## src/hw/rtl/lbk_pkg.sv

```systemverilog
`timescale 1ns / 1ps
// ----------------------------------------------------------------------------
// lbk_pkg
// Shared types, constants and round functions of the lblock encryption pipe.
// ----------------------------------------------------------------------------
package lbk_pkg;

  localparam int MAX_ROUNDS_DEF = 32;
  localparam int CFG_W          = 6;
  localparam int KEY_W          = 80;
  localparam int HALF_W         = 32;

  typedef struct packed {
    logic [HALF_W-1:0] left;
    logic [HALF_W-1:0] right;
    logic [15:0]       khi;
    logic [63:0]       klo;
  } beat_t;

  localparam logic [3:0] SBOX [10][16] = '{
    '{4'd14, 4'd9,  4'd15, 4'd0,  4'd13, 4'd4,  4'd10, 4'd11,
      4'd1,  4'd2,  4'd8,  4'd3,  4'd7,  4'd6,  4'd12, 4'd5},
    '{4'd4,  4'd11, 4'd14, 4'd9,  4'd15, 4'd13, 4'd0,  4'd10,
      4'd7,  4'd12, 4'd5,  4'd6,  4'd2,  4'd8,  4'd1,  4'd3},
    '{4'd1,  4'd14, 4'd7,  4'd12, 4'd15, 4'd13, 4'd0,  4'd6,
      4'd11, 4'd5,  4'd9,  4'd3,  4'd2,  4'd4,  4'd8,  4'd10},
    '{4'd7,  4'd6,  4'd8,  4'd11, 4'd0,  4'd15, 4'd3,  4'd14,
      4'd9,  4'd10, 4'd12, 4'd13, 4'd5,  4'd2,  4'd4,  4'd1},
    '{4'd14, 4'd5,  4'd15, 4'd0,  4'd7,  4'd2,  4'd12, 4'd13,
      4'd1,  4'd8,  4'd4,  4'd9,  4'd11, 4'd10, 4'd6,  4'd3},
    '{4'd2,  4'd13, 4'd11, 4'd12, 4'd15, 4'd14, 4'd0,  4'd9,
      4'd7,  4'd10, 4'd6,  4'd3,  4'd1,  4'd8,  4'd4,  4'd5},
    '{4'd11, 4'd9,  4'd4,  4'd14, 4'd0,  4'd15, 4'd10, 4'd13,
      4'd6,  4'd12, 4'd5,  4'd7,  4'd3,  4'd8,  4'd1,  4'd2},
    '{4'd13, 4'd10, 4'd15, 4'd0,  4'd14, 4'd4,  4'd9,  4'd11,
      4'd2,  4'd1,  4'd8,  4'd3,  4'd7,  4'd5,  4'd12, 4'd6},
    '{4'd8,  4'd7,  4'd14, 4'd5,  4'd15, 4'd13, 4'd0,  4'd6,
      4'd11, 4'd12, 4'd9,  4'd10, 4'd2,  4'd4,  4'd1,  4'd3},
    '{4'd11, 4'd5,  4'd15, 4'd0,  4'd7,  4'd2,  4'd9,  4'd13,
      4'd4,  4'd8,  4'd1,  4'd12, 4'd14, 4'd10, 4'd3,  4'd6}
  };

  // output nibble slot j (0 = most significant) takes input slot PERM[j]
  localparam logic [2:0] PERM [8] = '{3'd1, 3'd3, 3'd0, 3'd2, 3'd5, 3'd7, 3'd4, 3'd6};

  function automatic logic [HALF_W-1:0] round_fn(logic [HALF_W-1:0] x,
                                                 logic [HALF_W-1:0] rk);
    logic [HALF_W-1:0] y;
    logic [HALF_W-1:0] s;
    logic [HALF_W-1:0] p;
    y = x ^ rk;
    s = '0;
    p = '0;
    for (int j = 0; j < 8; j++) begin
      s[4*j +: 4] = SBOX[j][y[4*j +: 4]];
    end
    for (int j = 0; j < 8; j++) begin
      p[28-4*j +: 4] = s[28-4*int'(PERM[j]) +: 4];
    end
    return p;
  endfunction

  function automatic logic [KEY_W-1:0] key_update(logic [KEY_W-1:0] k, logic [4:0] idx);
    logic [KEY_W-1:0] r;
    r = {k[50:0], k[79:51]};
    r[79:76] = SBOX[9][r[79:76]];
    r[75:72] = SBOX[8][r[75:72]];
    r[50:46] = r[50:46] ^ idx;
    return r;
  endfunction

endpackage

```

## src/hw/rtl/lbk_round.sv

```systemverilog
`timescale 1ns / 1ps
// ----------------------------------------------------------------------------
// lbk_round
// One registered stage: key schedule step and feistel round, or pass-through.
// ----------------------------------------------------------------------------
module lbk_round #(
  parameter int ROUND_IDX = 0,
  parameter int RC_W      = 6
) (
  input  logic               clk,
  input  logic               rst,
  input  logic [RC_W-1:0]    round_count,
  input  logic               up_valid,
  input  lbk_pkg::beat_t     up_beat,
  output logic               up_ready,
  output logic               dn_valid,
  output lbk_pkg::beat_t     dn_beat,
  input  logic               dn_ready
);

  logic                            active;
  logic [lbk_pkg::KEY_W-1:0]       key;
  logic [lbk_pkg::HALF_W-1:0]      t;
  lbk_pkg::beat_t                  beat_next;

  assign active   = round_count > RC_W'(ROUND_IDX);
  assign up_ready = !dn_valid || dn_ready;

  always_comb begin
    key = {up_beat.khi, up_beat.klo};
    if (ROUND_IDX > 0) begin
      key = lbk_pkg::key_update(key, 5'(ROUND_IDX));
    end
    t = {up_beat.right[23:0], up_beat.right[31:24]}
        ^ lbk_pkg::round_fn(up_beat.left, key[79:48]);
    if (active) begin
      beat_next.left  = t;
      beat_next.right = up_beat.left;
      beat_next.khi   = key[79:64];
      beat_next.klo   = key[63:0];
    end else begin
      beat_next = up_beat;
    end
  end

  always_ff @(posedge clk) begin
    if (rst) begin
      dn_valid <= 1'b0;
    end else if (up_ready) begin
      dn_valid <= up_valid;
    end
  end

  always_ff @(posedge clk) begin
    if (up_valid && up_ready) begin
      dn_beat <= beat_next;
    end
  end

endmodule

```

## config.mk

```make
export PLATFORM = sky130hd
export DESIGN_NAME = lbk_round
export DESIGN_NICKNAME = d
export VERILOG_FILES = /design/src/hw/rtl/lbk_pkg.sv /design/src/hw/rtl/lbk_round.sv
export SDC_FILE = /design/constraint.sdc
export NUM_CORES = 1
export LEC_CHECK = 0
export CAP_MARGIN = 10
export CORE_AREA = 2 2 116 118
export CTS_CLUSTER_SIZE = 8
export DETAILED_ROUTE_END_ITERATION = 10
export DIE_AREA = 0 0 118 120
export DONT_BUFFER_PORTS = 1
export GPL_ROUTABILITY_DRIVEN = 1
export PLACE_DENSITY = 0.66
export SLEW_MARGIN = 20
export SYNTH_ARGS = -nofsm -noshare
export SYNTH_HDL_FRONTEND = slang
export SYNTH_SLANG_ARGS = --single-unit
```

## constraint.sdc

```tcl
create_clock -name clk -period 9.9 [get_ports clk]
set_clock_uncertainty 0.1 [all_clocks]
set_input_delay 1.485 -clock clk [delete_from_list [all_inputs] [get_ports clk]]
set_output_delay 1.485 -clock clk [all_outputs]
set_load 0.03 [all_outputs]
```

# After elaboration in Yosys (flattened, before gate mapping)
# Memories as Yosys holds them, arrays and structs flattened.
# Index checks and enable logic that the tools add are counted.
# classes
magnitude_cmp	9
muxes	17
bitwise	10
n_reduce_logical	3
# op_table
operator	n
144-bit two-way mux	1
4-bit two-way mux	16
32-bit XOR	2
5-bit >= comparator (second input constant)	8
4-bit inverter with 5-bit output	8
6-bit by 1-bit greater-than comparator with 1-bit output (second input constant)	1
1-bit logical AND	1
1-bit logical NOT	1
1-bit logical OR	1
# totals
register_bits	145
rom_bits	512
inputBits	154
elab_cells	52
n_memories	8
# memory_table
memory	depth	width	rd	rd_clocked_by_memory_dff	wr	line_no	text
(name not given)	16	4	1	0	0	lbk_pkg.sv:55	s[4*j +: 4] = SBOX[j][y[4*j +: 4]];
(name not given)	16	4	1	0	0	lbk_pkg.sv:55	
(name not given)	16	4	1	0	0	lbk_pkg.sv:55	
(name not given)	16	4	1	0	0	lbk_pkg.sv:55	
(name not given)	16	4	1	0	0	lbk_pkg.sv:55	
(name not given)	16	4	1	0	0	lbk_pkg.sv:55	
2 more memories	--	--	--	--	--	--	

# Logic depth before layout (Yosys ltp)
# Gate-level depths: netlist of run 1.
# logic_depth
word_depth	7
mapped_depth	7
mapped_depth_nobuf	7

# Worst setup path after synthesis of run 1
# OpenSTA, ideal clock, no wires.
# synth_path
kind	input to register
start	input port dn_ready
end	register dn_beat[0] in the netlist's numbering (enable)
arrival_time_ps	5165
required_ps	9280
path_slack_ps	4115
path_stages	2
path_cell_list	nand2b_1 and2_1
# synth_between
elab_chain_len	2
# synth_rtl
element	line_no	text
from (decl)	lbk_round.sv:18	input logic dn_ready
1-bit logical OR	lbk_round.sv:27	assign up_ready = !dn_valid || dn_ready;
1-bit logical AND	lbk_round.sv:55	if (up_valid && up_ready) begin
to (signal assigned)	lbk_round.sv:56	dn_beat <= beat_next;
to (decl)	lbk_round.sv:17	output lbk_pkg::beat_t dn_beat,
# Every way passes these cells.
# A chain may end at the register's enable or synchronous reset.

# Worst setup path after layout of run 1
# layout_path
start	input port dn_ready
end	register dn_beat[15] in the netlist's numbering (enable)
# The elaborated chain is that of the path after synthesis.

==> flow_metrics.py, run 1 <==
metrics = {
    "status": {
        "outcome": "complete, no violations",
    },
    "logic_synthesis": {
        "netlist_instances": 496,
        "yosys.area_share.simple_pct": 9.167,
        "syn_avg_cell_area_um2": 13.18,
        "yosysUniqueCellTypes": 26,
        "syn_area_um2": 6538,
        "netlist_top_cells_area": "edfxtp_1 66%, nand2_1 7.3%, xnor2_1 5.8%",
        "syn_nets": 664,
        "ys_seq_elements": 145,
        "yosysTopAreaCell": "edfxtp_1",
        "synth_fa_ha_area_share_pct": 2.679,
        "ys_warn_count": 0,
        "synth_top_area_share_pct": 66.14,
        "synth_top_family_by_area": "XOR/XNOR gates",
        "synthMuxAreaShare_pct": 3.062,
        "synth_xor_area_share_pct": 12.73,
        "yosysSeqAreaShare_pct": 66.45,
        "synth_compound_area_share_pct": 4.325,
    },
    "sta": {
        "max_freq_mhz": 290.9,
        "setup_violations": 0,
        "slew_headroom_pct": 49.84,
        "rsz0062_at_grt": "no",
        "hold_viol_final": 0,
        "post-route-worst-setup-slack_ns": 6.463,
        "drv_slew": 0,
        "finalSetupTns_ns": 0,
        "final.period_utilization_pct": 34.72,
        "holdWs_ns": 0.8201,
        "fin_crit_ns": 3.437,
        "worst_pin_slew_ns": 0.7523,
    },
    "clock_tree": {
        "cts_hold_buffers": 0,
        "postCtsSetupRepairBufs": 0,
        "clk_pin_slew_ns": 0.06,
        "cts_inserted_buffers": 17,
        "clockRootBuffer": "clkbuf_16",
        "clockBufferDepth": 2,
        "cts_resized": 0,
        "htree_levels": 4,
        "cts_tree": "yes",
        "cts.sinks": 145,
        "clk_latency_ns": 0.42,
    },
    "setup_path": {
        "crit_required_ns": 9.84,
        "worstPathArrival_ns": 3.38,
        "critPathKind": "in -> reg",
        "crit-reg2reg-launch": "dn_valid",
        "rr_worst_depth": 4,
        "endpoint_kind": "flop",
        "crit_path_start_kind": "input port",
        "r2r_end": "dn_beat[15]",
        "critical_path.max_fanout": 60,
        "r2r_slack_ns": 7.08,
    },
    "floorplanning": {
        "rows": 42,
        "core_area_um2": 12980,
        "pin_count": 300,
        "start_util_pct": 50.37,
        "fp.dieW_um": 118,
        "die_y_um": 120,
        "dieArea_um2": 14160,
    },
    "global_route": {
        "grt_max_degree": 86,
        "grt_use_total_pct": 22.49,
        "grt-ovfl-total": 0,
        "antenna_found_initial": 0,
        "first_global_vias": 3696,
        "grt_pass1_wl_um": 23000,
    },
    "detailed_routing": {
        "route.vias.total": 3677,
        "met3WireLength_um": 1320,
        "wl_per_cell_um": 22.91,
        "drt_iter0_drc": 361,
        "ant_nets": 0,
        "drt_first_pass_iters": 6,
        "viasPerCell": 5.306,
        "top_layer_used": "met4",
        "wl_um": 15880,
        "route.detailed.drc": 0,
        "route.met2.wl_um": 8196,
        "wl_met1_um": 6112,
    },
    "final_layout": {
        "n_fill_cell": 1061,
        "drive_gt1_share_pct": 9.478,
        "diodes": 0,
        "nNetsFinal": 672,
        "fin_area_um2": 7328,
        "syn2layout_area_growth_pct": 12.10,
        "instances_no_fill": 693,
    },
    "flow_run": {
        "maxCapViolCount": 0,
    },
    "hold_path": {
        "hold_end": "dn_valid",
        "min_from": "dn_valid",
        "hp-class": "reg -> reg",
        "hold_depth": 2,
    },
    "place": {
        "post_dp_cell_area_um2": 6726,
        "numPortBuffers": 0,
        "dp_hpwl_um": 11840,
        "dp_slack_ns": 5.837,
        "dp_cells": 660,
        "gp_congestion": 0.7977,
    },
    "power_and_ir_drop": {
        "worst_ir_drop_vdd_mv": 0.1093,
        "p_leak_nw": 2.728,
        "power.density_nw_per_um2": 224.0,
    },
}
[kinds of logic (layout without fill, tap and decap cells)]
| logic type | Yosys count | after routing |
|---|---|---|
| simple gates | 154 | 154 |
| mux | 20 | 20 |
| buf+inv | 27 | 48 |
| xor+xnor | 83 | 83 |
| compound gates | 53 | 53 |
| flops | 145 | 145 |
| fa+ha+maj | 14 | 14 |
[state kept, by name, summed over array words and instances (netlist names)]
| signal | count |
|---|---|
| dn_beat | 144 |
| dn_valid | 1 |
[stage by stage]
stage                     power [mW]  util (%)
after floorplan               0.9992         -
after global placement         1.028     51.82
after detailed placement       1.036     51.82
after CTS                      1.652     56.19
after global routing           1.705     56.46
final                          1.642     56.46
[layout by cell type (no fill, tap or decap), drive strengths merged, types with 2 or more instances in the layout]
master and instances:
a21oi 15, a31oi 7, buf 3, bufinv 2, clkbuf 17, clkinv 9, clkinvlp 2, edfxtp 144
ha 14, inv 15, mux2i 20, nand2 128, nand2b 3, nor2 17, nor2b 3, o21ai 26
o22ai 3, xnor2 49, xor2 34
[cell usage after synthesis]
master    instances
o21ai_0          16
clkbuf_1         10
xnor2_2           6
nand2b_1          3
a21oi_1          15
dfxtp_1           1
ha_1             14
xor2_2            8
a31oi_1           7
xnor2_1          43
inv_1            13
nor2_1           17
edfxtp_1        144
mux2i_1          20
and2_1            1
xor2_1           26
and3_1            1
a22oi_1           1
o21ai_1          10
o22ai_1           3
nand3_1           1
nor2b_1           3
nand2_1         128
buf_1             2
buf_2             2
o31ai_1           1
[power breakdown]
group	switching [mW]	internal (mW)	total, mW
Sequential	0.118	0.746	0.864
Clock	0.251	0.368	0.619
Combinational	0.0885	0.0704	0.159
Total	0.457	1.19	1.64
[worst max path at each step]
stage                   from     endpoint  slack (ns)  cells past startpoint
CTS                 dn_ready  dn_beat[28]        6.26                      3
floorplan           dn_ready   dn_beat[0]        4.12                      2
detailed placement  dn_ready  dn_beat[19]        5.84                      3
global route        dn_ready  dn_beat[23]        6.34                      4
finish              dn_ready  dn_beat[15]        6.46                      4
global placement    dn_ready  dn_beat[87]        5.90                      3
[layer usage]
metal  global-route usage (%)  up-vias
met4                    8.509        0
li1                         -     1740
met1                    26.09     1735
met3                    8.413       16
met5                        0        -
met2                    38.15      186
[final cells by class]
| cell class | instances | area [um2] | area share [%] |
|---|---|---|---|
| sequential | 145 | 4344 | 59.28 |
| multi-input combinational | 324 | 2106 | 28.73 |
| clock buffer | 17 | 425.4 | 5.805 |
| tap | 176 | 220.2 | 3.005 |
| clock inverter | 15 | 141.4 | 1.929 |
| inverter | 13 | 48.80 | 0.6659 |
| timing repair buffer | 3 | 42.54 | 0.5805 |
[critical path, cell delays in order]
cell and delay (ns):
nand2b_1 0.31, and2_4 0.55, buf_16 0.30, buf_4 0.65
Power figures use the tool's default switching activity.
==> run 2, diff against run 1 <==
- clock period: 9.9 -> 3.32 ns (I/O delays scaled with it)
==> flow_metrics.py, run 2 (same netlist as run 1, synthesis figures left out) <==
metrics = {
    "final_layout": {
        "fin_area_um2": 7413,
        "syn2layout_area_growth_pct": 13.40,
        "ff_latch_area_um2": 4344,
        "n_fill_cell": 1062,
        "final_common_cell": "edfxtp_1",
        "drive_gt1_share_pct": 10.02,
        "nNetsFinal": 675,
        "top_register": "dn_beat",
        "multi_input_comb_area_um2": 2098,
        "largest_reg_flops": 144,
        "layout_common_cells": "144 x edfxtp_1, 128 x nand2_1, 43 x xnor2_1",
        "top_regs": "dn_beat x144, dn_valid x1",
    },
    "sta": {
        "max_freq_mhz": 465.6,
        "drv_slew": 0,
        "setup_violations": 0,
        "post-route-worst-setup-slack_ns": 1.172,
        "rsz0062_at_grt": "no",
        "worst_pin_slew_ns": 0.5678,
        "finalSetupTns_ns": 0,
        "slew_headroom_pct": 62.11,
        "hold_viol_final": 0,
        "final.period_utilization_pct": 64.69,
        "fin_crit_ns": 2.148,
    },
    "setup_path": {
        "cpMaxStageDelayCell": "and2_4",
        "r2r_end": "dn_beat[136]",
        "critPathKind": "reg -> reg",
        "max_stage_delay_ns": 0.46,
        "crit_path_start_kind": "flop",
        "crit_chain": "nand2b_1, and2_4, buf_12",
        "r2r_slack_ns": 1.17,
        "endpoint_kind": "flop",
        "critical_path.max_fanout": 74,
        "rr_worst_depth": 3,
        "crit-reg2reg-launch": "dn_valid",
        "worstPathArrival_ns": 2.11,
        "crit_required_ns": 3.28,
    },
    "floorplanning": {
        "die_y_um": 120,
        "start_util_pct": 50.37,
        "core_area_um2": 12980,
        "pin_count": 300,
        "rows": 42,
        "dieArea_um2": 14160,
        "fp.dieW_um": 118,
    },
    "hold_path": {
        "min_from": "rst",
        "hp-class": "in -> reg",
        "hold_end": "dn_valid",
        "hold_depth": 1,
    },
    "flow_run": {
        "maxCapViolCount": 0,
    },
    "global_route": {
        "grt_use_total_pct": 22.33,
        "grt_max_degree": 75,
        "antenna_found_initial": 2,
        "grt_pass1_wl_um": 22890,
        "grt-ovfl-total": 0,
        "first_global_vias": 3711,
    },
    "clock_tree": {
        "clk_pin_slew_ns": 0.07,
        "clk_latency_ns": 0.42,
        "cts_inserted_buffers": 17,
        "cts_tree": "yes",
        "htree_levels": 4,
        "clockBufferDepth": 2,
        "cts_hold_buffers": 0,
        "cts.sinks": 145,
        "cts_resized": 0,
        "postCtsSetupRepairBufs": 0,
        "clockRootBuffer": "clkbuf_16",
    },
    "detailed_routing": {
        "wl_per_cell_um": 22.97,
        "viasPerCell": 5.439,
        "route.detailed.drc": 0,
        "drt_first_pass_iters": 6,
        "ant_nets": 0,
        "route.vias.total": 3791,
        "drt_iter0_drc": 313,
        "wl_um": 16010,
    },
    "place": {
        "dp_slack_ns": 1.131,
        "numPortBuffers": 0,
        "gp_congestion": 0.8628,
        "dp_hpwl_um": 12220,
        "post_dp_cell_area_um2": 6769,
    },
    "power_and_ir_drop": {
        "power_mw": 5.127,
        "power.density_nw_per_um2": 691.6,
        "p_leak_nw": 2.772,
        "worst_ir_drop_vdd_mv": 0.3304,
    },
    "status": {
        "outcome": "complete, no violations",
    },
}
-- run 2: changes by cell type in the layout (fill, tap and decap cells not counted), sizes merged --
cell	previous run	this run
clkbuf	17	18
diode	0	2
clkinvlp	2	1
inv	15	14
buf	3	6
bufinv	2	5
clkinv	9	6
-- run 2: how the worst max path moves through the flow --
stage	slack [ns]	cells past startpoint	end	from
6_report	1.17	3	dn_beat[136]	dn_valid
5_1_grt	1.11	3	dn_beat[6]	dn_valid
3_5_place_dp	1.13	3	dn_beat[64]	dn_ready
2_1_floorplan	0.11	2	dn_beat[0]	dn_ready
3_3_place_gp	1.16	3	dn_beat[97]	dn_ready
4_1_cts	1.18	3	dn_beat[98]	dn_valid
-- run 2: per-stage QoR --
step / cells / hold WS, ns / util, %
final: 697 / 0.03699 / 57.11
after global routing: 697 / 0.02095 / 57.11
after CTS: 695 / 0.02204 / 57.08
after detailed placement: 664 / 0.4749 / 52.15
after global placement: 664 / 0.4692 / 52.15
after floorplan: 496 / 0.4671 / -
-- run 2: metal layers --
metal	up-vias	part of all wire [%]	track usage, %
met5	-	0	0
met2	211	50	36.30
met3	24	8.9	8.745
met1	1817	39	26.67
li1	1739	-	-
met4	0	1.9	9.262
-- run 2: power by group --
group	total, mW	internal, mW	switching [mW]	leakage, nW
Sequential	2.57	2.23	0.349	1.40
Combinational	0.474	0.210	0.264	1.06
Clock	2.08	1.33	0.747	0.308
Total	5.13	3.77	1.36	2.77
-- run 2: critical path, delay by kind of cell, from the launching register on --
family,cells,cell delay [ns]
and+or+nand+nor,2,0.80
DFF,1,0.41
buffers and inverters,1,0.39
-- run 2: layout make-up --
class,instances,area share [%]
clock inverter,13,2.835
sequential,145,58.60
inverter,13,0.6582
antenna,2,0.06751
multi-input combinational,324,28.30
timing repair buffer,6,0.7764
tap,176,2.970
clock buffer,18,5.789
