[config.mk]
export PLATFORM = sky130hd
export DESIGN_NAME = lbk_cfg
export DESIGN_NICKNAME = d
export VERILOG_FILES = /design/src/hw/rtl/lbk_pkg.sv /design/src/hw/rtl/lbk_cfg.sv
export SDC_FILE = /design/constraint.sdc
export NUM_CORES = 1
export LEC_CHECK = 0
export ABC_AREA = 0
export BUFFER_PORTS_ARGS = -buffer_cell sky130_fd_sc_hd__buf_2
export CAP_MARGIN = 0
export CORE_AREA = 2 2 39 41
export CTS_CLUSTER_DIAMETER = 100
export DETAILED_ROUTE_END_ITERATION = 10
export DIE_AREA = 0 0 41 43
export PLACE_DENSITY = 0.5
export SYNTH_ARGS = -nofsm -noshare
export SYNTH_HDL_FRONTEND = slang
export SYNTH_SLANG_ARGS = --single-unit
[constraint.sdc]
create_clock -name clk -period 0.8 [get_ports clk]
set_input_delay 0.08 -clock clk [delete_from_list [all_inputs] [get_ports clk]]
set_output_delay 0.08 -clock clk [all_outputs]
set_load 0.05 [all_outputs]
[src/hw/rtl/lbk_pkg.sv]
`timescale 1ns / 1ps
// ----------------------------------------------------------------------------
// lbk_pkg
// Shared types, constants and round functions of the lblock encryption pipe.
// ----------------------------------------------------------------------------
package lbk_pkg;

  localparam int MAX_ROUNDS_DEF = 32;
  localparam int CFG_W          = 6;
  localparam int KEY_W          = 80;
  localparam int HALF_W         = 32;

  typedef struct packed {
    logic [HALF_W-1:0] left;
    logic [HALF_W-1:0] right;
    logic [15:0]       khi;
    logic [63:0]       klo;
  } beat_t;

  localparam logic [3:0] SBOX [10][16] = '{
    '{4'd14, 4'd9,  4'd15, 4'd0,  4'd13, 4'd4,  4'd10, 4'd11,
      4'd1,  4'd2,  4'd8,  4'd3,  4'd7,  4'd6,  4'd12, 4'd5},
    '{4'd4,  4'd11, 4'd14, 4'd9,  4'd15, 4'd13, 4'd0,  4'd10,
      4'd7,  4'd12, 4'd5,  4'd6,  4'd2,  4'd8,  4'd1,  4'd3},
    '{4'd1,  4'd14, 4'd7,  4'd12, 4'd15, 4'd13, 4'd0,  4'd6,
      4'd11, 4'd5,  4'd9,  4'd3,  4'd2,  4'd4,  4'd8,  4'd10},
    '{4'd7,  4'd6,  4'd8,  4'd11, 4'd0,  4'd15, 4'd3,  4'd14,
      4'd9,  4'd10, 4'd12, 4'd13, 4'd5,  4'd2,  4'd4,  4'd1},
    '{4'd14, 4'd5,  4'd15, 4'd0,  4'd7,  4'd2,  4'd12, 4'd13,
      4'd1,  4'd8,  4'd4,  4'd9,  4'd11, 4'd10, 4'd6,  4'd3},
    '{4'd2,  4'd13, 4'd11, 4'd12, 4'd15, 4'd14, 4'd0,  4'd9,
      4'd7,  4'd10, 4'd6,  4'd3,  4'd1,  4'd8,  4'd4,  4'd5},
    '{4'd11, 4'd9,  4'd4,  4'd14, 4'd0,  4'd15, 4'd10, 4'd13,
      4'd6,  4'd12, 4'd5,  4'd7,  4'd3,  4'd8,  4'd1,  4'd2},
    '{4'd13, 4'd10, 4'd15, 4'd0,  4'd14, 4'd4,  4'd9,  4'd11,
      4'd2,  4'd1,  4'd8,  4'd3,  4'd7,  4'd5,  4'd12, 4'd6},
    '{4'd8,  4'd7,  4'd14, 4'd5,  4'd15, 4'd13, 4'd0,  4'd6,
      4'd11, 4'd12, 4'd9,  4'd10, 4'd2,  4'd4,  4'd1,  4'd3},
    '{4'd11, 4'd5,  4'd15, 4'd0,  4'd7,  4'd2,  4'd9,  4'd13,
      4'd4,  4'd8,  4'd1,  4'd12, 4'd14, 4'd10, 4'd3,  4'd6}
  };

  // output nibble slot j (0 = most significant) takes input slot PERM[j]
  localparam logic [2:0] PERM [8] = '{3'd1, 3'd3, 3'd0, 3'd2, 3'd5, 3'd7, 3'd4, 3'd6};

  function automatic logic [HALF_W-1:0] round_fn(logic [HALF_W-1:0] x,
                                                 logic [HALF_W-1:0] rk);
    logic [HALF_W-1:0] y;
    logic [HALF_W-1:0] s;
    logic [HALF_W-1:0] p;
    y = x ^ rk;
    s = '0;
    p = '0;
    for (int j = 0; j < 8; j++) begin
      s[4*j +: 4] = SBOX[j][y[4*j +: 4]];
    end
    for (int j = 0; j < 8; j++) begin
      p[28-4*j +: 4] = s[28-4*int'(PERM[j]) +: 4];
    end
    return p;
  endfunction

  function automatic logic [KEY_W-1:0] key_update(logic [KEY_W-1:0] k, logic [4:0] idx);
    logic [KEY_W-1:0] r;
    r = {k[50:0], k[79:51]};
    r[79:76] = SBOX[9][r[79:76]];
    r[75:72] = SBOX[8][r[75:72]];
    r[50:46] = r[50:46] ^ idx;
    return r;
  endfunction

endpackage

[src/hw/rtl/lbk_cfg.sv]
`timescale 1ns / 1ps
// ----------------------------------------------------------------------------
// lbk_cfg
// Round count register, clamped to one up to the pipeline depth.
// ----------------------------------------------------------------------------
module lbk_cfg #(
  parameter int MAX_ROUNDS = lbk_pkg::MAX_ROUNDS_DEF,
  parameter int RC_W       = $clog2(MAX_ROUNDS + 1)
) (
  input  logic                     clk,
  input  logic                     rst,
  input  logic                     cfg_we,
  input  logic [lbk_pkg::CFG_W-1:0] cfg_wdata,
  output logic [RC_W-1:0]          round_count
);

  logic [RC_W-1:0] round_count_next;

  always_comb begin
    if (cfg_wdata > lbk_pkg::CFG_W'(MAX_ROUNDS)) begin
      round_count_next = RC_W'(MAX_ROUNDS);
    end else if (cfg_wdata == '0) begin
      round_count_next = RC_W'(1);
    end else begin
      round_count_next = RC_W'(cfg_wdata);
    end
  end

  always_ff @(posedge clk) begin
    if (rst) begin
      round_count <= RC_W'(MAX_ROUNDS);
    end else if (cfg_we) begin
      round_count <= round_count_next;
    end
  end

endmodule

# Yosys cells after proc, flatten, opt, wreduce, memory -nomap -nowiden

Cells that the tools add are included.

Register bits: 6
Input port bits: 9
Output and inout port bits: 6
Word-level logic and storage cells: 5

$lt $le $gt $ge: 1
Muxes and demuxes: 2
Reduce and logical (&&, ||, !) cells: 1

Operator list:

| kind                                      | count |
|---|---|
| 2-to-1 mux 6 bit                          | 2 |
| > comparator 6 bit, second input constant | 1 |
| zero test 6 bit                           | 1 |

# Logic depth before layout (Yosys ltp)

Gate-level depths: netlist of the first run.

Depth in word-level cells: 3
Depth in mapped cells: 4
Gate-level depth less buffers: 3

# Least setup slack after synthesis of the first run

Ideal clock, no wire load.

Path kind: register to register
Start point: reg, netlist name round_count[2]
End point: reg round_count[2]
Library setup time: 0.064 ns
Data arrival time: 0.894 ns
Required time: 0.736 ns
Path slack: -0.158 ns
Stages on the path, launching flop included: 4
Path buffers: 0
Period minus slack after synthesis: 0.958 ns
Path through: dfxtp_1 and2b_1 a21oi_2 nor2_1

RTL lines:

| element                | RTL line      | text |
|---|---|---|
| end signal: assignment | lbk_cfg.sv:31 | `round_count <= RC_W'(MAX_ROUNDS);` |
| end signal: assignment | lbk_cfg.sv:33 | `round_count <= round_count_next;` |
| end: declaration       | lbk_cfg.sv:14 | `output logic [RC_W-1:0] round_count` |

# Worst setup path after layout of the first run

Start point: reg round_count[0]
End point: out round_count[0]

No word-level cell between the ends.

==> out/summary.txt, run 1 <==
FLOORPLAN
----------------------------------------------------------------------------------------
Number of core rows                                                                   14
Core outline area                                                            0.00138 mm²
Die width                                                                          41 µm
Die extent in y                                                                    43 µm
Initial core utilization                                                           0.192
Overall die area                                                             0.00176 mm²
Io pins                                                                               15

SETUP PATH
----------------------------------------------------------------------------------------
Kind of start point of the critical path                                        register
Critical-path maximum fanout                                                           2
Worst Path Required                                                              0.72 ns
Start point of the critical path                                            round_count[0]
Delay contributed by the slowest stage of the critical path                      0.34 ns
Crit path arrival time                                                           0.73 ns
FF-to-FF Start                                                              round_count[3]
Category of the worst setup path capture point                              primary output
Type of the worst setup path                                                  reg -> out
Critical Path Slowest Stage Cell                                            sky130_fd_sc_hd__dfxtp_2
Buffer and inverter count on the worst path                                            1
Crit-path cells                                                                    buf_8
Cell family with most CP delay                                                flip-flops

STA
----------------------------------------------------------------------------------------
Hold Slack                                                                     0.0635 ns
Number of endpoints with negative hold slack in the final report                       0
Total negative setup slack                                                    -0.0620 ns
Final setup fails                                                                      6
Setup repair after global routing missed its margin                                 true
Worst clock skew                                                                    0 ns
Portion of the clock cycle consumed by the worst path in the final layout           1.02
Relative slew slack                                                                0.894
Max Fclk                                                                        1.23 GHz
Minimum clock period                                                            0.814 ns
Final slew viol count                                                                  0
Worst Slack Setup Final                                                       -0.0137 ns
Measured slew at the worst slew-check pin                                       0.157 ns

CTS
----------------------------------------------------------------------------------------
Count of H-tree levels built during CTS                                                1
Number of buffers inserted during clock tree synthesis                                 3
CTS Root Buffer Type                                                        sky130_fd_sc_hd__clkbuf_4
Clock tree from TritonCTS                                                            yes
Num Clock Sinks                                                                        6
CTS clk-pin slew, worst paths                                                    0.05 ns
Maximum count of clock buffers along a single path                                     2
Clock insertion delay at the later pin of the skew report                        0.25 ns
CTS Hold Bufs                                                                          0
Post-CTS Setup Repair Bufs                                                             0

PLACE
----------------------------------------------------------------------------------------
Global placer's final weighted congestion                                          0.630
Detailed placement HPWL                                                           460 µm
Worst setup slack after placement                                              0.0757 ns
Post-DP Area                                                                     357 µm²
Count of input and output buffers                                                     14
Total instance count after detailed placement                                         57

GRT
----------------------------------------------------------------------------------------
Global-route congestion overflow total                                                 0
Number of global-route vias before repair                                            236
Total track usage                                                                 0.0964
Initial antenna violation count                                                        0
Wire length of the first global-routing pass                                     1010 µm
Largest net degree at the start of global routing                                     11

CELLS AND AREA
----------------------------------------------------------------------------------------
Seq. cell area                                                                   133 µm²
N_diodes                                                                               0
Most flop-heavy register                                                     round_count
Filler instances                                                                     153
Final cell area excluding filler cells                                           443 µm²
Area of the multi-input gates                                                    134 µm²
Number of non-filler instances in the completed layout                                61
Signed area change from the synthesized netlist to the final layout                67.0%
Number of nets in the layout                                                          55
Largest registers                                                           round_count (6)
Fraction of layout cells with a size suffix above 1                                0.600
Largest register FFs                                                                   6

ROUTING
----------------------------------------------------------------------------------------
Mean number of vias per cell                                                        4.13
Via count                                                                            252
Antenna Nets Post-Route                                                                0
Aggregate routed wire length                                                      578 µm
Wire per inst                                                                    9.48 µm
DR DRC count                                                                           0
First-pass iteration count of the detailed router                                      2
Number of DRC violations after detailed-routing iteration 0                            4

SYNTH
----------------------------------------------------------------------------------------
Sequential fraction of the synthesis area                                          0.453
Flip-flop and latch count after synthesis                                              6
Ys Warns                                                                               0
Number of nets produced by synthesis                                                  37
Synthesized area divided by synthesized cell count                              9.47 µm²
Synth cell types                                                                      13
Synthesized netlist cell count                                                        28
Total standard cell area after synthesis                                         265 µm²

POWER
----------------------------------------------------------------------------------------
Worst voltage drop across the vdd grid                                            764 µV
Power Density                                                                1780 mW/mm²
Reported leakage power                                                       0.000194 µW

MIN PATH
----------------------------------------------------------------------------------------
Beginning of the worst hold path                                                     rst
Hold WC Path Type                                                              in -> reg

STATUS
----------------------------------------------------------------------------------------
Run status                                                                  finished, violations left
Failing checks                                                              setup timing

FLOW RUN
----------------------------------------------------------------------------------------
Max-capacitance violation count                                                        0

[where the power goes]
group          switching [µW]  leakage [µW]  internal (µW)
Sequential               10.2     0.0000515            310
Clock                     128     0.0000150            190
Combinational            81.2      0.000128           69.3
Total                     219      0.000194            570
[final cells by class]
cell class / count / area share
well taps: 16 / 0.0452
flip-flops and latches: 6 / 0.299
clock buffers: 4 / 0.0593
multi-input cells: 21 / 0.302
repair buffers: 14 / 0.294
[cells by family (layout without fill, tap and decap cells)]
kind of cell	count (synthesis)	after routing	synth area share
DFF	6	6	0.453
buffers and inverters	1	18	0.0424
and+or+nand+nor	15	15	0.335
AOI/OAI and AO/OA	6	6	0.170
[cells in the mapped netlist]
cell | n | share of area
sky130_fd_sc_hd__a21oi_1 | 1 | 0.019
sky130_fd_sc_hd__a21oi_2 | 3 | 0.099
sky130_fd_sc_hd__a31oi_1 | 1 | 0.024
sky130_fd_sc_hd__and2b_1 | 3 | 0.085
sky130_fd_sc_hd__and2b_4 | 1 | 0.038
sky130_fd_sc_hd__buf_6 | 1 | 0.042
sky130_fd_sc_hd__dfxtp_1 | 6 | 0.45
sky130_fd_sc_hd__nand2b_1 | 2 | 0.047
sky130_fd_sc_hd__nand3_1 | 1 | 0.019
sky130_fd_sc_hd__nand3b_1 | 2 | 0.057
sky130_fd_sc_hd__nor2_1 | 5 | 0.071
sky130_fd_sc_hd__nor3_1 | 1 | 0.019
sky130_fd_sc_hd__o21bai_1 | 1 | 0.028
[routing by layer]
metal | part of all wire | wire length (µm) | GRT usage | vias to the layer above
li1 | - | - | - | 130
met1 | 0.40 | 232 | 0.113 | 111
met2 | 0.50 | 287 | 0.106 | 7
met3 | 0.059 | 34 | 0.0471 | 4
met4 | 0.040 | 23 | 0.120 | 0
met5 | 0 | 0 | 0 | -
[cells in the final DEF, fill, tap and decap left out, types with 2 or more instances in the layout]
cell	netlist	routed
sky130_fd_sc_hd__buf_8	0	6
sky130_fd_sc_hd__and2b_1	3	3
sky130_fd_sc_hd__nand2b_1	2	2
sky130_fd_sc_hd__nor2_1	5	5
sky130_fd_sc_hd__dfxtp_4	0	2
sky130_fd_sc_hd__nand3b_1	2	2
sky130_fd_sc_hd__clkbuf_4	0	3
sky130_fd_sc_hd__buf_2	0	8
sky130_fd_sc_hd__dfxtp_2	0	4
sky130_fd_sc_hd__a21oi_2	3	3
[stage by stage]
| step | utilization | total power, µW |
|---|---|---|
| 6_report | 0.320 | 789 |
| 5_1_grt | 0.320 | 840 |
| 3_3_place_gp | 0.258 | 449 |
| 4_1_cts | 0.312 | 796 |
| 2_1_floorplan | - | 409 |
| 3_5_place_dp | 0.258 | 449 |
[repair_timing]
action / in CTS / in global routing
pin swaps: 0 / 0
resized for setup: 15 / 3
endpoints found under the setup margin: 6 / 7
[worst paths after layout]
kind / depth (start not counted) / slack, ns / endpoint
setup / recovery: 1 / -0.01 / round_count[0]
hold / removal: 2 / 0.06 / round_count[0]
setup reg to reg: 3 / 0.06 / round_count[3]
hold reg to reg: 2 / 0.48 / round_count[1]
No activity file was read; power rests on OpenSTA's default activity.
==> run 2, diff against run 1 <==
==> constraint.sdc (replaced) <==
create_clock -name clk -period 0.8 [get_ports clk]
set_input_delay 0.08 -clock clk [delete_from_list [all_inputs] [get_ports clk]]
set_output_delay 0.08 -clock clk [all_outputs]
set_load 0.01 [all_outputs]
==> out/summary.txt, run 2 (synthesis gave the netlist of run 1 again) <==
FLOORPLAN
----------------------------------------------------------------------------------------
Overall die area                                                             0.00176 mm²   unchanged
Number of core rows                                                                   14   unchanged
Die width                                                                          41 µm   unchanged
Die extent in y                                                                    43 µm   unchanged
Initial core utilization                                                           0.192   unchanged
Io pins                                                                               15   unchanged
Core outline area                                                            0.00138 mm²   unchanged

MIN PATH
----------------------------------------------------------------------------------------
Hold WC Path Type                                                              in -> reg
Beginning of the worst hold path                                                     rst
Hold EP                                                                     round_count[1]
Instance count along the most critical hold path                                       2   unchanged

POWER
----------------------------------------------------------------------------------------
Worst voltage drop across the vdd grid                                            547 µV   -28%
Total power consumption of the routed design                                      688 µW   -13%
Internal power consumption                                                        529 µW   -7.2%
Power Density                                                                1850 mW/mm²   +3.9%
Flop pwr share                                                                     0.465   +0.059
Switching share of power                                                           0.231   -0.0469
Clock group share of total power                                                   0.406   +0.003
Comb pwr share                                                                     0.129   -0.062
Reported leakage power                                                       0.000177 µW   -8.7%
Power spent charging and discharging nets                                         159 µW   -28%

GRT
----------------------------------------------------------------------------------------
Wire length of the first global-routing pass                                      945 µm   -6.8%
Initial antenna violation count                                                        0   unchanged
Global-route congestion overflow total                                                 0   unchanged
Total track usage                                                                 0.0853   -0.0110
Number of global-route vias before repair                                            248   +5.1%
Largest net degree at the start of global routing                                     11   unchanged

CTS
----------------------------------------------------------------------------------------
Count of H-tree levels built during CTS                                                1   unchanged
Maximum count of clock buffers along a single path                                     2   unchanged
Post-CTS Setup Repair Bufs                                                             0   unchanged
Num Clock Sinks                                                                        6   unchanged
Number of buffers inserted during clock tree synthesis                                 3   unchanged
Clock tree from TritonCTS                                                            yes
CTS Hold Bufs                                                                          0   unchanged
Clock insertion delay at the later pin of the skew report                        0.24 ns   about the same
CTS Root Buffer Type                                                        sky130_fd_sc_hd__clkbuf_4
CTS clk-pin slew, worst paths                                                    0.05 ns   about the same

CELLS AND AREA
----------------------------------------------------------------------------------------
N_diodes                                                                               0   unchanged
Most common cell after layout, fill and taps aside                          sky130_fd_sc_hd__buf_2
Area of the multi-input gates                                                    134 µm²   unchanged
Commonest non-fill, non-tap cells in the layout                             sky130_fd_sc_hd__buf_2, sky130_fd_sc_hd__nor2_1, sky130_fd_sc_hd__dfxtp_2
Filler instances                                                                     157   +2.6%
Fraction of layout cells with a size suffix above 1                                0.568   -0.0318
Largest register FFs                                                                   6   unchanged
Signed area change from the synthesized netlist to the final layout                40.1%
Number of nets in the layout                                                          55   unchanged
Largest registers                                                           round_count (6)
Most flop-heavy register                                                     round_count
Seq. cell area                                                                   125 µm²   -5.7%

PLACE
----------------------------------------------------------------------------------------
Count of input and output buffers                                                     14   unchanged
Global placer's final weighted congestion                                          0.668   +6.1%
Detailed placement HPWL                                                           449 µm   -2.3%

ROUTING
----------------------------------------------------------------------------------------
DR DRC count                                                                           0   unchanged
Mean number of vias per cell                                                        4.13   about the same
Antenna Nets Post-Route                                                                0   unchanged
Number of DRC violations after detailed-routing iteration 0                            0   -4
Via count                                                                            248   -1.6%
Aggregate routed wire length                                                      596 µm   +3.1%
First-pass iteration count of the detailed router                                      1   -1
Wire per inst                                                                    9.93 µm   +4.8%

STA
----------------------------------------------------------------------------------------
Number of endpoints with negative hold slack in the final report                       0   unchanged
Setup repair after global routing missed its margin                                false
Worst clock skew                                                                    0 ns   unchanged
Relative slew slack                                                                0.896   +0.00143
Minimum clock period                                                            0.777 ns   -0.0370 ns
Portion of the clock cycle consumed by the worst path in the final layout          0.971   -0.0463
Measured slew at the worst slew-check pin                                       0.155 ns   -0.00213 ns
Final setup fails                                                                      0   -6
Total negative setup slack                                                          0 ns   +0.0620 ns
Max Fclk                                                                        1.29 GHz   +4.8%
Final slew viol count                                                                  0   unchanged

SETUP PATH
----------------------------------------------------------------------------------------
Category of the worst setup path capture point                              primary output
FF-to-FF Start                                                              round_count[2]
Crit-path cells                                                                    buf_2
Type of the worst setup path                                                  reg -> out
Kind of start point of the critical path                                        register
Worst reg2reg setup slack                                                        0.08 ns   +0.02 ns
Delay contributed by the slowest stage of the critical path                      0.33 ns   about the same
Buffer and inverter count on the worst path                                            1   unchanged
Critical Path Slowest Stage Cell                                            sky130_fd_sc_hd__dfxtp_2
Worst Path Required                                                              0.72 ns   about the same
Reg2Reg Capture Point                                                       round_count[2]
Cell family with most CP delay                                                flip-flops
Critical-path maximum fanout                                                           2   unchanged
Cell depth of the worst flop-to-flop path                                              3   unchanged
Crit path arrival time                                                           0.70 ns   -0.03 ns

FLOW RUN
----------------------------------------------------------------------------------------
Max-capacitance violation count                                                        0   unchanged

STATUS
----------------------------------------------------------------------------------------
Run status                                                                  finished, final reports clean

==> run 2: changes by cell type in the layout (fill, tap and decap cells not counted), sizes merged <==
cell | previous run | this run
clkbuf | 4 | 3
==> run 2: cell type report <==
| type | instances | area share |
|---|---|---|
| Multi-Input combinational cell | 21 | 0.360 |
| Sequential cell | 6 | 0.337 |
| Timing Repair Buffer | 14 | 0.189 |
| Clock buffer | 3 | 0.0606 |
| Tap cell | 16 | 0.0539 |
==> run 2: what timing repair did <==
item	4_1_cts	5_1_grt
pin swaps	0	0
cloned	0	0
resized for setup	1	3
setup endpoints to repair	1	3
==> run 2: metrics by stage <==
step	area, µm²	cells	util	hold WS (ns)	setup WS, ns
finish	372	60	0.269	0.0649	0.0233
global route	372	60	0.269	0.0847	0.00332
CTS	368	60	0.266	0.0650	0.0116
detailed placement	344	57	0.249	0.328	0.0797
global placement	344	57	0.249	0.333	0.0704
floorplan	265	28	-	0.149	0.0869
==> run 2: worst max-delay path by stage <==
stage                    from        endpoint  slack (ns)  depth (start not counted)
2_1_floorplan  round_count[2]  round_count[2]        0.09                          3
4_1_cts        round_count[5]  round_count[5]        0.01                          1
6_report       round_count[2]  round_count[2]        0.02                          1
3_3_place_gp     cfg_wdata[4]  round_count[0]        0.07                          4
5_1_grt        round_count[2]  round_count[2]       0.003                          1
3_5_place_dp           cfg_we  round_count[3]        0.08                          4
==> run 2: layer usage <==
metal,track usage,vias up,part of all wire
met3,0.0366,0,0.084
met1,0.0804,113,0.42
met5,0,-,0
li1,-,128,-
met2,0.128,7,0.50
met4,0.0800,0,0
==> run 2: power by group through the flow <==
| stage | Combinational [µW] | Clock (µW) | Sequential, µW |
|---|---|---|---|
| after floorplan | 42.8 | 0 | 330 |
| after global placement | 89.3 | 0 | 324 |
| after detailed placement | 89.6 | 0 | 324 |
| after CTS | 90.1 | 297 | 318 |
| after global routing | 98.7 | 305 | 321 |
| final | 88.6 | 279 | 320 |
==> run 3, diff against run 2 <==
--- a/config.mk
+++ b/config.mk
@@ -7,12 +7,13 @@
 export LEC_CHECK = 0
 export ABC_AREA = 0
 export BUFFER_PORTS_ARGS = -buffer_cell sky130_fd_sc_hd__buf_2
-export CAP_MARGIN = 0
+export CAP_MARGIN = 20
 export CORE_AREA = 2 2 39 41
 export CTS_CLUSTER_DIAMETER = 100
 export DETAILED_ROUTE_END_ITERATION = 10
 export DIE_AREA = 0 0 41 43
 export PLACE_DENSITY = 0.5
+export SETUP_SLACK_MARGIN = 0.2
 export SYNTH_ARGS = -nofsm -noshare
 export SYNTH_HDL_FRONTEND = slang
 export SYNTH_SLANG_ARGS = --single-unit
==> out/summary.txt, run 3 (synthesis gave the netlist of run 1 again) <==
STA
----------------------------------------------------------------------------------------
Final slew viol count                                                                  0   unchanged
Hold Slack                                                                     0.0713 ns   +0.00638 ns
Minimum clock period                                                            0.746 ns   -0.0303 ns
Relative slew slack                                                                0.902   +0.00643
Setup repair after global routing missed its margin                                 true
Max Fclk                                                                        1.34 GHz   +4.1%
Number of endpoints with negative hold slack in the final report                       0   unchanged
Portion of the clock cycle consumed by the worst path in the final layout          0.933   -0.0379
Total negative setup slack                                                          0 ns   unchanged
Worst clock skew                                                                    0 ns   unchanged
Final setup fails                                                                      0   unchanged
Measured slew at the worst slew-check pin                                       0.145 ns   -0.00957 ns

CTS
----------------------------------------------------------------------------------------
Clock tree from TritonCTS                                                            yes
CTS clk-pin slew, worst paths                                                    0.04 ns   about the same
Num Clock Sinks                                                                        6   unchanged
CTS Root Buffer Type                                                        sky130_fd_sc_hd__clkbuf_4
Maximum count of clock buffers along a single path                                     2   unchanged
Number of buffers inserted during clock tree synthesis                                 3   unchanged
Clock insertion delay at the later pin of the skew report                        0.24 ns   about the same
Count of H-tree levels built during CTS                                                1   unchanged

CELLS AND AREA
----------------------------------------------------------------------------------------
Largest register FFs                                                                   6   unchanged
Most flop-heavy register                                                     round_count
Most common cell after layout, fill and taps aside                          sky130_fd_sc_hd__buf_2
Number of nets in the layout                                                          56   +1.8%
Commonest non-fill, non-tap cells in the layout                             sky130_fd_sc_hd__buf_2, sky130_fd_sc_hd__buf_6, sky130_fd_sc_hd__dfxtp_2
Signed area change from the synthesized netlist to the final layout                58.0%
N_diodes                                                                               0   unchanged
Fraction of layout cells with a size suffix above 1                                0.622   +0.0540
Largest registers                                                           round_count (6)

MIN PATH
----------------------------------------------------------------------------------------
Instance count along the most critical hold path                                       2   unchanged
Hold WC Path Type                                                              in -> reg
Beginning of the worst hold path                                                     rst
Hold EP                                                                     round_count[1]

ROUTING
----------------------------------------------------------------------------------------
First-pass iteration count of the detailed router                                      2   +1
Antenna Nets Post-Route                                                                0   unchanged
Aggregate routed wire length                                                      552 µm   -7.4%
Number of DRC violations after detailed-routing iteration 0                            5   +5
Wire per inst                                                                    9.05 µm   -8.9%
Metal-1 WL                                                                        231 µm   -7.2%
Uppermost routed layer                                                              met3
Length of routed met3 wiring                                                       41 µm   -18%
Via count                                                                            251   +1.2%
Met2 wirelength from detailed routing                                             278 µm   -6.1%
Mean number of vias per cell                                                        4.11   -0.45%
DR DRC count                                                                           0   unchanged

STATUS
----------------------------------------------------------------------------------------
Run status                                                                  finished, final reports clean

SETUP PATH
----------------------------------------------------------------------------------------
Crit-path cells                                                                    buf_6
FF-to-FF Start                                                              round_count[2]
Kind of start point of the critical path                                        register
Category of the worst setup path capture point                              primary output
Worst Path Required                                                              0.72 ns   about the same
Critical-path maximum fanout                                                           2   unchanged
Crit path arrival time                                                           0.67 ns   -0.03 ns
Cell depth of the worst flop-to-flop path                                              3   unchanged
Buffer and inverter count on the worst path                                            1   unchanged
Critical Path Slowest Stage Cell                                            sky130_fd_sc_hd__dfxtp_2
Worst reg2reg setup slack                                                        0.08 ns   about the same
Cell family with most CP delay                                                flip-flops
Delay contributed by the slowest stage of the critical path                      0.32 ns   about the same
Type of the worst setup path                                                  reg -> out
Reg2Reg Capture Point                                                       round_count[2]

FLOORPLAN
----------------------------------------------------------------------------------------
Overall die area                                                             0.00176 mm²   unchanged
Die extent in y                                                                    43 µm   unchanged
Initial core utilization                                                           0.192   unchanged
Core outline area                                                            0.00138 mm²   unchanged
Die width                                                                          41 µm   unchanged
Number of core rows                                                                   14   unchanged
Io pins                                                                               15   unchanged

PLACE
----------------------------------------------------------------------------------------
Count of input and output buffers                                                     14   unchanged
Detailed placement HPWL                                                           436 µm   -3.0%
Global placer's final weighted congestion                                          0.670   +0.33%

GRT
----------------------------------------------------------------------------------------
Initial antenna violation count                                                        0   unchanged
Largest net degree at the start of global routing                                     11   unchanged
Wire length of the first global-routing pass                                      986 µm   +4.3%
Global-route congestion overflow total                                                 0   unchanged
Total track usage                                                                 0.0894   +0.00411
Number of global-route vias before repair                                            266   +7.3%

POWER
----------------------------------------------------------------------------------------
Power Density                                                                1670 mW/mm²   -9.8%
Worst voltage drop across the vdd grid                                            588 µV   +7.5%
Reported leakage power                                                       0.000190 µW   +7.3%

FLOW RUN
----------------------------------------------------------------------------------------
Max-capacitance violation count                                                        0   unchanged

run 3: cell types whose count changed in the layout (fill, tap and decap cells not counted):
cell	change
sky130_fd_sc_hd__dfxtp_2	+2
sky130_fd_sc_hd__buf_4	+1
sky130_fd_sc_hd__dfxtp_1	-2
sky130_fd_sc_hd__buf_6	+6
sky130_fd_sc_hd__buf_2	-6
run 3: final cells by class:
cell class              count  area (µm²)
multi-input cells          21         134
well taps                  16        20.0
repair buffers             15         115
fillers                   166         965
flip-flops and latches      6         128
clock buffers               3        22.5
run 3: through the flow:
step | power (µW) | setup WS (ns) | cells | util | instance area [µm²]
after floorplan | 374 | 0.0939 | 28 | - | 269
after global placement | 414 | 0.0741 | 57 | 0.251 | 348
after detailed placement | 414 | 0.0721 | 57 | 0.251 | 348
after CTS | 721 | 0.0377 | 60 | 0.297 | 412
after global routing | 752 | 0.0218 | 61 | 0.303 | 419
final | 700 | 0.0536 | 61 | 0.303 | 419
run 3: power breakdown:
| group | switching, µW | total, µW | internal, µW | leakage [µW] |
|---|---|---|---|---|
| Sequential | 7.73 | 323 | 315 | 0.0000509 |
| Clock | 104 | 273 | 169 | 0.0000138 |
| Combinational | 42.9 | 103 | 60.5 | 0.000126 |
run 3: worst max path at each step:
stage | cells after the start | slack [ns] | start | to
5_1_grt | 3 | 0.02 | round_count[4] | round_count[4]
6_report | 1 | 0.05 | round_count[5] | round_count[5]
4_1_cts | 1 | 0.04 | round_count[0] | round_count[0]
2_1_floorplan | 3 | 0.09 | round_count[2] | round_count[2]
3_5_place_dp | 4 | 0.07 | cfg_we | round_count[3]
3_3_place_gp | 4 | 0.07 | cfg_we | round_count[2]
run 3: layer usage:
| metal | global-route usage | up-vias |
|---|---|---|
| li1 | - | 130 |
| met1 | 0.0774 | 114 |
| met2 | 0.134 | 7 |
| met3 | 0.0366 | 0 |
| met4 | 0.100 | 0 |
| met5 | 0 | - |
run 3: timing repair:
| action | in CTS | in global routing |
|---|---|---|
| hold buffers | 0 | 0 |
| gates resized for setup | 9 | 0 |
| endpoints found under the setup margin | 9 | 12 |
| buffers inserted | 0 | 1 |
| pin swaps | 0 | 2 |
run 3: worst register-to-register path, stage by stage, from the launching register on:
cell	delay [ns]
sky130_fd_sc_hd__dfxtp_2	0.31
sky130_fd_sc_hd__and2b_1	0.15
sky130_fd_sc_hd__a21oi_2	0.10
sky130_fd_sc_hd__nor2_1	0.05
